<file path="config.mk">
export PLATFORM = sky130hd
export DESIGN_NAME = lcd_nibble_write_sequencer_core
export DESIGN_NICKNAME = d
export VERILOG_FILES = /design/src/hw/rtl/lcdnws_pkg.sv /design/src/hw/rtl/lcdnws_ctrl.sv /design/src/hw/rtl/lcdnws_dp.sv /design/src/hw/rtl/lcd_nibble_write_sequencer_core.sv
export SDC_FILE = /design/constraint.sdc
export NUM_CORES = 1
export LEC_CHECK = 0
export ABC_AREA = 1
export BUFFER_PORTS_ARGS = -buffer_cell sky130_fd_sc_hd__buf_2
export CORE_ASPECT_RATIO = 1.2
export CORE_MARGIN = 2
export CORE_UTILIZATION = 50
export CTS_CLUSTER_DIAMETER = 30
export DETAILED_ROUTE_END_ITERATION = 8
export PLACE_DENSITY = 0.67
export SLEW_MARGIN = 25
export SYNTH_ARGS = -nofsm -noshare
export SYNTH_HDL_FRONTEND = slang
export SYNTH_SLANG_ARGS = --single-unit
</file>
<file path="constraint.sdc">
create_clock -name clk -period 4.65 [get_ports clk]
set_input_delay 1.1625 -clock clk [delete_from_list [all_inputs] [get_ports clk]]
set_output_delay 1.1625 -clock clk [all_outputs]
set_load 0.01 [all_outputs]
</file>
<file path="src/hw/rtl/lcdnws_pkg.sv">
// lcdnws_pkg: shared types, constants and the init command table for the
// 4-bit character LCD write sequencer. No dependencies.
package lcdnws_pkg;

  localparam int INIT_TABLE_LEN = 11;
  localparam int INIT_STEPS_DEF = 11;
  localparam int STEP_W = 4;
  localparam int HOLD_W = 17;
  localparam int CFG_W = 16;
  localparam int CFG_IDX_W = 2;

  // request codes
  localparam logic [1:0] CMD_COMMAND = 2'd0;
  localparam logic [1:0] CMD_DATA = 2'd1;
  localparam logic [1:0] CMD_INIT = 2'd2;

  // configuration register indexes
  localparam logic [CFG_IDX_W-1:0] REG_ENABLE_HOLD = 2'd0;
  localparam logic [CFG_IDX_W-1:0] REG_SETTLE_HOLD = 2'd1;
  localparam logic [CFG_IDX_W-1:0] REG_COMMAND_GAP = 2'd2;

  localparam logic [CFG_W-1:0] ENABLE_HOLD_RST = 16'd200;
  localparam logic [CFG_W-1:0] SETTLE_HOLD_RST = 16'd400;
  localparam logic [CFG_W-1:0] COMMAND_GAP_RST = 16'd5000;

  typedef struct packed {
    logic [1:0] cmd;
    logic [7:0] value;
  } in_t;

  typedef struct packed {
    logic [7:0]        port_byte;
    logic [HOLD_W-1:0] hold_us;
    logic              last;
  } out_t;

  // controller to datapath
  typedef struct packed {
    logic              capture;
    logic              emit;
    logic              init_mode;
    logic [STEP_W-1:0] step;
    logic [1:0]        phase;
    logic              last;
    logic              gap;
  } dp_cmd_t;

  // datapath to controller
  typedef struct packed {
    logic can_load;
  } dp_stat_t;

  function automatic logic [7:0] init_cmd(input logic [STEP_W-1:0] idx);
    logic [7:0] b;
    case (idx)
      4'd0:    b = 8'h03;
      4'd1:    b = 8'h03;
      4'd2:    b = 8'h03;
      4'd3:    b = 8'h02;
      4'd4:    b = 8'h28;
      4'd5:    b = 8'h02;
      4'd6:    b = 8'h08;
      4'd7:    b = 8'h00;
      4'd8:    b = 8'h0C;
      4'd9:    b = 8'h00;
      4'd10:   b = 8'h06;
      default: b = 8'h00;
    endcase
    return b;
  endfunction

endpackage

</file>
<file path="src/hw/rtl/lcdnws_ctrl.sv">
// lcdnws_ctrl: sequencing state machine; walks nibble phases and init steps.
// Depends on lcdnws_pkg.
module lcdnws_ctrl import lcdnws_pkg::*; #(
  parameter int INIT_STEPS = INIT_STEPS_DEF
) (
  input  logic     clk,
  input  logic     rst,
  input  logic     in_valid,
  output logic     in_ready,
  input  logic [1:0] in_cmd,
  input  dp_stat_t stat,
  output dp_cmd_t  dcmd
);

  localparam int INIT_COUNT = (INIT_STEPS < 1) ? 1 :
                              (INIT_STEPS > INIT_TABLE_LEN) ? INIT_TABLE_LEN : INIT_STEPS;
  localparam logic [STEP_W-1:0] LAST_STEP = STEP_W'(INIT_COUNT - 1);

  typedef enum logic [1:0] {
    ST_IDLE = 2'b01,
    ST_RUN  = 2'b10
  } state_t;

  state_t            state, state_next;
  logic [1:0]        phase, phase_next;
  logic [STEP_W-1:0] step, step_next;
  logic              init_mode, init_mode_next;
  logic              accept, last_write, emit;

  assign in_ready = (state == ST_IDLE);
  assign accept = in_valid && in_ready;
  assign last_write = (phase == 2'd3) && (!init_mode || step == LAST_STEP);
  assign emit = (state == ST_RUN) && stat.can_load;

  always_comb begin
    state_next = state;
    phase_next = phase;
    step_next = step;
    init_mode_next = init_mode;
    case (state)
      ST_IDLE: begin
        if (accept && (in_cmd inside {CMD_COMMAND, CMD_DATA, CMD_INIT})) begin
          state_next = ST_RUN;
          phase_next = 2'd0;
          step_next = '0;
          init_mode_next = (in_cmd == CMD_INIT);
        end
      end
      ST_RUN: begin
        if (emit) begin
          if (last_write) begin
            state_next = ST_IDLE;
          end else begin
            phase_next = phase + 2'd1;
            if (phase == 2'd3) begin
              step_next = step + STEP_W'(1);
            end
          end
        end
      end
      default: state_next = ST_IDLE;
    endcase
  end

  always_ff @(posedge clk) begin
    if (rst) begin
      state <= ST_IDLE;
      phase <= 2'd0;
      step <= '0;
      init_mode <= 1'b0;
    end else begin
      state <= state_next;
      phase <= phase_next;
      step <= step_next;
      init_mode <= init_mode_next;
    end
  end

  always_comb begin
    dcmd.capture = accept;
    dcmd.emit = emit;
    dcmd.init_mode = init_mode;
    dcmd.step = step;
    dcmd.phase = phase;
    dcmd.last = last_write;
    dcmd.gap = init_mode && (phase == 2'd3);
  end

endmodule

</file>
<file path="src/hw/rtl/lcdnws_dp.sv">
// lcdnws_dp: hold-time registers, captured byte, port byte builder and
// output register. Depends on lcdnws_pkg.
module lcdnws_dp import lcdnws_pkg::*; (
  input  logic                 clk,
  input  logic                 rst,
  input  logic                 cfg_we,
  input  logic [CFG_IDX_W-1:0] cfg_index,
  input  logic [CFG_W-1:0]     cfg_data,
  input  in_t                  in_data,
  input  dp_cmd_t              dcmd,
  output dp_stat_t             stat,
  output logic                 out_valid,
  input  logic                 out_ready,
  output out_t                 out_data
);

  logic [CFG_W-1:0]  enable_hold, settle_hold, command_gap;
  logic [7:0]        value_q;
  logic              rs_q;
  logic [7:0]        cur_byte;
  logic [3:0]        nibble;
  logic              rs;
  logic [HOLD_W-1:0] hold;
  out_t              wr;

  always_ff @(posedge clk) begin
    if (rst) begin
      enable_hold <= ENABLE_HOLD_RST;
      settle_hold <= SETTLE_HOLD_RST;
      command_gap <= COMMAND_GAP_RST;
    end else if (cfg_we) begin
      case (cfg_index)
        REG_ENABLE_HOLD: enable_hold <= cfg_data;
        REG_SETTLE_HOLD: settle_hold <= cfg_data;
        REG_COMMAND_GAP: command_gap <= cfg_data;
        default: ;
      endcase
    end
  end

  always_ff @(posedge clk) begin
    if (dcmd.capture) begin
      value_q <= in_data.value;
      rs_q <= in_data.cmd[0];
    end
  end

  always_comb begin
    cur_byte = dcmd.init_mode ? init_cmd(dcmd.step) : value_q;
    rs = dcmd.init_mode ? 1'b0 : rs_q;
    nibble = dcmd.phase[1] ? cur_byte[3:0] : cur_byte[7:4];
    // odd phases drop EN and wait the settle time, plus the command gap after each init command
    if (dcmd.phase[0]) begin
      hold = {1'b0, settle_hold} + (dcmd.gap ? {1'b0, command_gap} : '0);
    end else begin
      hold = {1'b0, enable_hold};
    end
    wr.port_byte = {nibble, ~dcmd.phase[0], rs, 2'b00};
    wr.hold_us = hold;
    wr.last = dcmd.last;
  end

  assign stat.can_load = !out_valid || out_ready;

  always_ff @(posedge clk) begin
    if (rst) begin
      out_valid <= 1'b0;
    end else if (dcmd.emit) begin
      out_valid <= 1'b1;
    end else if (out_ready) begin
      out_valid <= 1'b0;
    end
  end

  always_ff @(posedge clk) begin
    if (dcmd.emit) begin
      out_data <= wr;
    end
  end

endmodule

</file>
<file path="src/hw/rtl/lcd_nibble_write_sequencer_core.sv">
// lcd_nibble_write_sequencer_core: top level of the 4-bit LCD write sequencer.
// Depends on lcdnws_pkg, lcdnws_ctrl and lcdnws_dp.
//
// Usage: in_data carries cmd (command byte, data byte, init) and value;
// each request is accepted when in_valid and in_ready are high. Every port
// write leaves on out_data (port byte, hold time, last flag) under
// out_valid/out_ready. A byte request gives four writes, an init request
// four writes per init command (44 for the full list); cmd 3 is taken and
// gives nothing. Writes leave one per cycle from a single output register
// while the receiver takes them; the first is loaded after the controller
// has entered its run state. INIT_STEPS is clamped to 1..11. in_ready
// stays low while a request's writes are loaded, so no new request is
// taken before then; it returns high once the final write is loaded, while
// that write may still wait in the output register.
// If the receiver stalls, the write holds and sequencing pauses.
// Hold-time registers are written through cfg_we/cfg_index/cfg_data while
// idle; the user must keep to this, the block itself leaves it unenforced.
// Synchronous reset empties the output and restores the hold times.
module lcd_nibble_write_sequencer_core import lcdnws_pkg::*; #(
  parameter int INIT_STEPS = INIT_STEPS_DEF
) (
  input  logic                 clk,
  input  logic                 rst,
  input  logic                 in_valid,
  output logic                 in_ready,
  input  in_t                  in_data,
  output logic                 out_valid,
  input  logic                 out_ready,
  output out_t                 out_data,
  input  logic                 cfg_we,
  input  logic [CFG_IDX_W-1:0] cfg_index,
  input  logic [CFG_W-1:0]     cfg_data
);

  dp_cmd_t  dcmd;
  dp_stat_t stat;

  lcdnws_ctrl #(
    .INIT_STEPS(INIT_STEPS)
  ) u_ctrl (
    .clk(clk),
    .rst(rst),
    .in_valid(in_valid),
    .in_ready(in_ready),
    .in_cmd(in_data.cmd),
    .stat(stat),
    .dcmd(dcmd)
  );

  lcdnws_dp u_dp (
    .clk(clk),
    .rst(rst),
    .cfg_we(cfg_we),
    .cfg_index(cfg_index),
    .cfg_data(cfg_data),
    .in_data(in_data),
    .dcmd(dcmd),
    .stat(stat),
    .out_valid(out_valid),
    .out_ready(out_ready),
    .out_data(out_data)
  );

endmodule
</file>
==> results by stage <==
CTS:
- The TritonCTS buffer count is 9.
- At the later pin of the worst-skew pair, clock insertion delay measures 0.37 ns.
- Gates resized during post-CTS repair numbered 0.
- The buffer levels on the longest clock path is 2.
- In this run the post-CTS setup repair buffer count came out at 0.
- The number of levels the H-tree was split into is 3.
- The clock tree from TritonCTS is built.
- The clock net in this run drives a total of 96 sinks.
- The cell chosen for the clock root is clkbuf_8.
- The clock input transition at the sequential cells of the worst setup and hold paths is about 0.090 ns.
- The number of hold buffers added after CTS is 0.

Logic synthesis:
- The synthesized design contains 33 enable-type register cells.
- The commonest cells after synthesis are nor2_1 (92), nand2_1 (88), dfxtp_1 (63).
- The top cell type by area accounts for 28.03% of the synthesized area.
- Yosys printed 0 warnings.
- The average instance in the mapped netlist occupies 8.271 um^2.
- The total of flip-flops plus latches after synthesis is 96.
- The number of distinct library cells after synthesis is 41.
- The most common cell in the synthesized netlist is nor2_1.
- The synthesized instance count is 544.
- The most frequently used flop master after synthesis is dfxtp_1.
- In the post-synthesis netlist, the biggest area contributors are dfxtp_1 (28%), edfxtp_1 (22%), nor2_1 (7.7%).
- Counting flops with an async set or reset pin after synthesis yields a share of 0%.
- The top cell type by total area after synthesis is dfxtp_1.
- Summing the sequential cell areas from Yosys gives about 50% of the chip area.
- After synthesis the cells add up to 4499 um^2.

Route:
- The highest metal layer carrying signal wires in the routed design is met4.
- The iteration-0 DRC count of the detailed router is between 150 and 200.
- The sum of routed wire segments on met1 is 4.590 mm.
- The detailed-route wire length per cell is ~14 um.
- The antenna violation net count after detailed routing is 0.
- Using the TritonRoute via totals, the vias-per-cell ratio works out to 5.123.
- Detailed routing placed a total of 296 um of wire on met3.
- The number of remaining DRC errors is 0.
- The via total after detailed routing is 3694.
- The post-detailed-routing wire length is about 10 mm.
- The length of routed met2 wiring is approximately 5.2 mm.
- The first detailed-routing pass ran for 6 iterations.

Worst setup path:
- The required time at the worst-slack endpoint is 4.77 ns.
- The most frequent cell on the critical path is nand2_1.
- Walking the worst path, the cells encountered are ha_1 -> nand2_1 -> nor2_1 -> ha_1 -> fa_1 -> nand2_1 -> a21oi_2 -> nand2_1 -> nand2_2 -> nand2_1 -> nand2_1 -> or2_2 -> nand3_1 -> nand2_1.
- The kind of end point of the critical path is a flip-flop.
- The critical path contains buffers and inverters numbering 0 combined.
- The path type of the worst setup path is reg2reg.
- The largest fanout on the critical path is 16.
- The critical-path cell with the highest stage delay is dfxtp_1.
- The startpoint type of the worst setup path is a flip-flop.
- For the worst setup path, the data arrival time is 3.22 ns.
- The largest single stage delay on the critical path is roughly 0.50 ns.
- In this design, the largest share of critical-path delay is due to simple AND/OR/NAND/NOR gates.

Place:
- The final estimated routing congestion in global placement is 0.9080.
- Including well taps, the total number of placed cells is slightly above 700.
- Buffers placed on the I/O ports in this run total 58.
- The HPWL after detailed placement is roughly 7.7 mm.

STA:
- The max-slew violation count is 0.
- The count of endpoints failing hold in the final timing report came to 0.
- The measured slew at the worst slew-check pin is 0.8542 ns.
- Based on the critical path, the design can be clocked at up to 323.3 MHz.
- Setup repair after global routing left no endpoint under its margin.
- The setup violation total in the final timing report is 0.
- The final setup skew is 0.01219 ns.
- The worst hold margin is 0.4613 ns.
- Summed over all failing endpoints, the final setup total negative slack is 0 ns.
- The post-route clock period utilization is between 60% and 70%.
- The relative slew slack is 42.84%.
- The final critical-path required period is 3.093 ns.

Final layout:
- The number of filler cells placed in the layout is 831.
- The share of cells above drive strength 1 is 17.88%.
- The total inserted antenna cells is 0.
- The final-stage net count is 652.
- The finished layout holds 721 standard cells, fillers aside.
- The growth of design area from synthesis to finish is 13.01%.

Pwr:
- The worst-case IR drop observed on VDD is 0.1713 mV.
- The completed layout was analyzed and its total power is about 1.6 mW.
- Dividing total power by cell area gives a power density of 322.4 nW/um^2.
- In this run the static leakage power is 2.305 nW.

Die:
- From left edge to right edge, the die measures 90.60 um.
- The standard cell core area is 8657 um^2.
- The area enclosed by the die boundary is 9777 um^2.
- The vertical die dimension is 107.9 um.
- 61 I/O pins were placed.
- The initial utilization of the core area, before any placement, comes to 51.97%.
- The floorplan has 37 rows.

Job:
- The count of max-cap constraint violations is 0.

Global route:
- Summed over all layers, the global routing overflow is 0.
- Entering global routing, the biggest net connects 30 pins.
- The overall track demand over capacity in global routing is between 20 and 25%.
- The via count of the first global-routing pass was 3427.
- The initial antenna violation count is 0.
- The first global-routing pass estimated roughly 17 mm of wire.

Outcome:
- The run finished with clean final reports.

Hold path:
- In this run the worst hold path is classified as reg2reg.
==> through the flow <==
stage	setup WS, ns	instance area, um^2	util, %
3_5_place_dp	1.556	4887	56.45
6_report	1.557	5085	58.74
2_1_floorplan	1.955	4503	-
4_1_cts	1.540	5085	58.74
3_3_place_gp	1.653	4887	56.45
5_1_grt	1.251	5085	58.74
==> where the power goes <==
part           leakage, nW  switching (mW)  total (mW)  internal (mW)
Combinational         1.38           0.105       0.162         0.0573
Clock               0.0997           0.286       0.549          0.264
Sequential           0.821          0.0221       0.928          0.906
==> logic make-up (layout without fill, tap and decap cells) <==
| logic type | after synthesis | count (layout) | share of synthesized area, % |
|---|---|---|---|
| AND/OR/NAND/NOR | 239 | 239 | 23.05 |
| AO/OA/AOI/OAI | 111 | 111 | 13.46 |
| flip-flops | 96 | 96 | 50.06 |
| buffers and inverters | 69 | 128 | 6.062 |
| adder cells (fa/ha/maj) | 20 | 20 | 5.729 |
| XOR/XNOR | 8 | 8 | 1.557 |
| other | 1 | 2 | 0.08335 |
==> final cells by class <==
type	count	area [um^2]	area share, %
Multi-Input combinational cell	380	1978	38.90
Clock buffer	11	141.4	2.781
Sequential cell	96	2252	44.29
Tap cell	117	146.4	2.879
Timing Repair Buffer	62	320.3	6.299
Clock inverter	5	56.30	1.107
Inverter	50	190.2	3.740
==> path summary, 6_finish.rpt <==
| check | end | slack, ns | startpoint | cells after the start |
|---|---|---|---|---|
| min reg2reg | u_dp.command_gap[13] | 0.46 | u_dp.command_gap[13] | 2 |
| max | u_dp.out_data[9] | 1.56 | u_ctrl.phase[0] | 14 |
| max reg2reg | u_dp.out_data[9] | 1.56 | u_ctrl.phase[0] | 14 |
| min | u_dp.command_gap[13] | 0.46 | u_dp.command_gap[13] | 2 |
==> worst reg2reg max path: stages (launching register included) <==
cell and delay (ns):
dfxtp_1 0.50, ha_1 0.33, nand2_1 0.42, nor2_1 0.09, ha_1 0.24, fa_1 0.39
nand2_1 0.12, a21oi_2 0.09, nand2_1 0.08, nand2_2 0.08, nand2_1 0.07, nand2_1 0.06
or2_2 0.28, nand3_1 0.07, nand2_1 0.05
==> layer usage <==
metal,GRT usage [%],vias up
met5,0,-
li1,-,1899
met3,4.762,8
met1,27.04,1724
met4,6.593,0
met2,38.27,63
==> registers in the layout, indices dropped and copies added, names as in the netlist, named ones only <==
signal            flops
u_dp.out_data        24
u_dp.command_gap     16
u_dp.enable_hold     16
u_dp.settle_hold     16
u_dp.value_q          8
u_ctrl.step           4
u_ctrl.phase          2
u_ctrl.state          2
u_ctrl.init_mode      1
u_dp.out_valid        1
u_dp.rs_q             1
==> cells in the final DEF, fill, tap and decap left out, drive strengths merged, types with 6 or more instances in the layout <==
cell type	count
dfxtp	63
xnor2	6
a21oi	33
edfxtp	33
nand3	28
buf	62
clkbuf	11
o21ai	61
nand2	103
inv	51
ha	19
nor2	95
(Power assumes the default switching activity.)
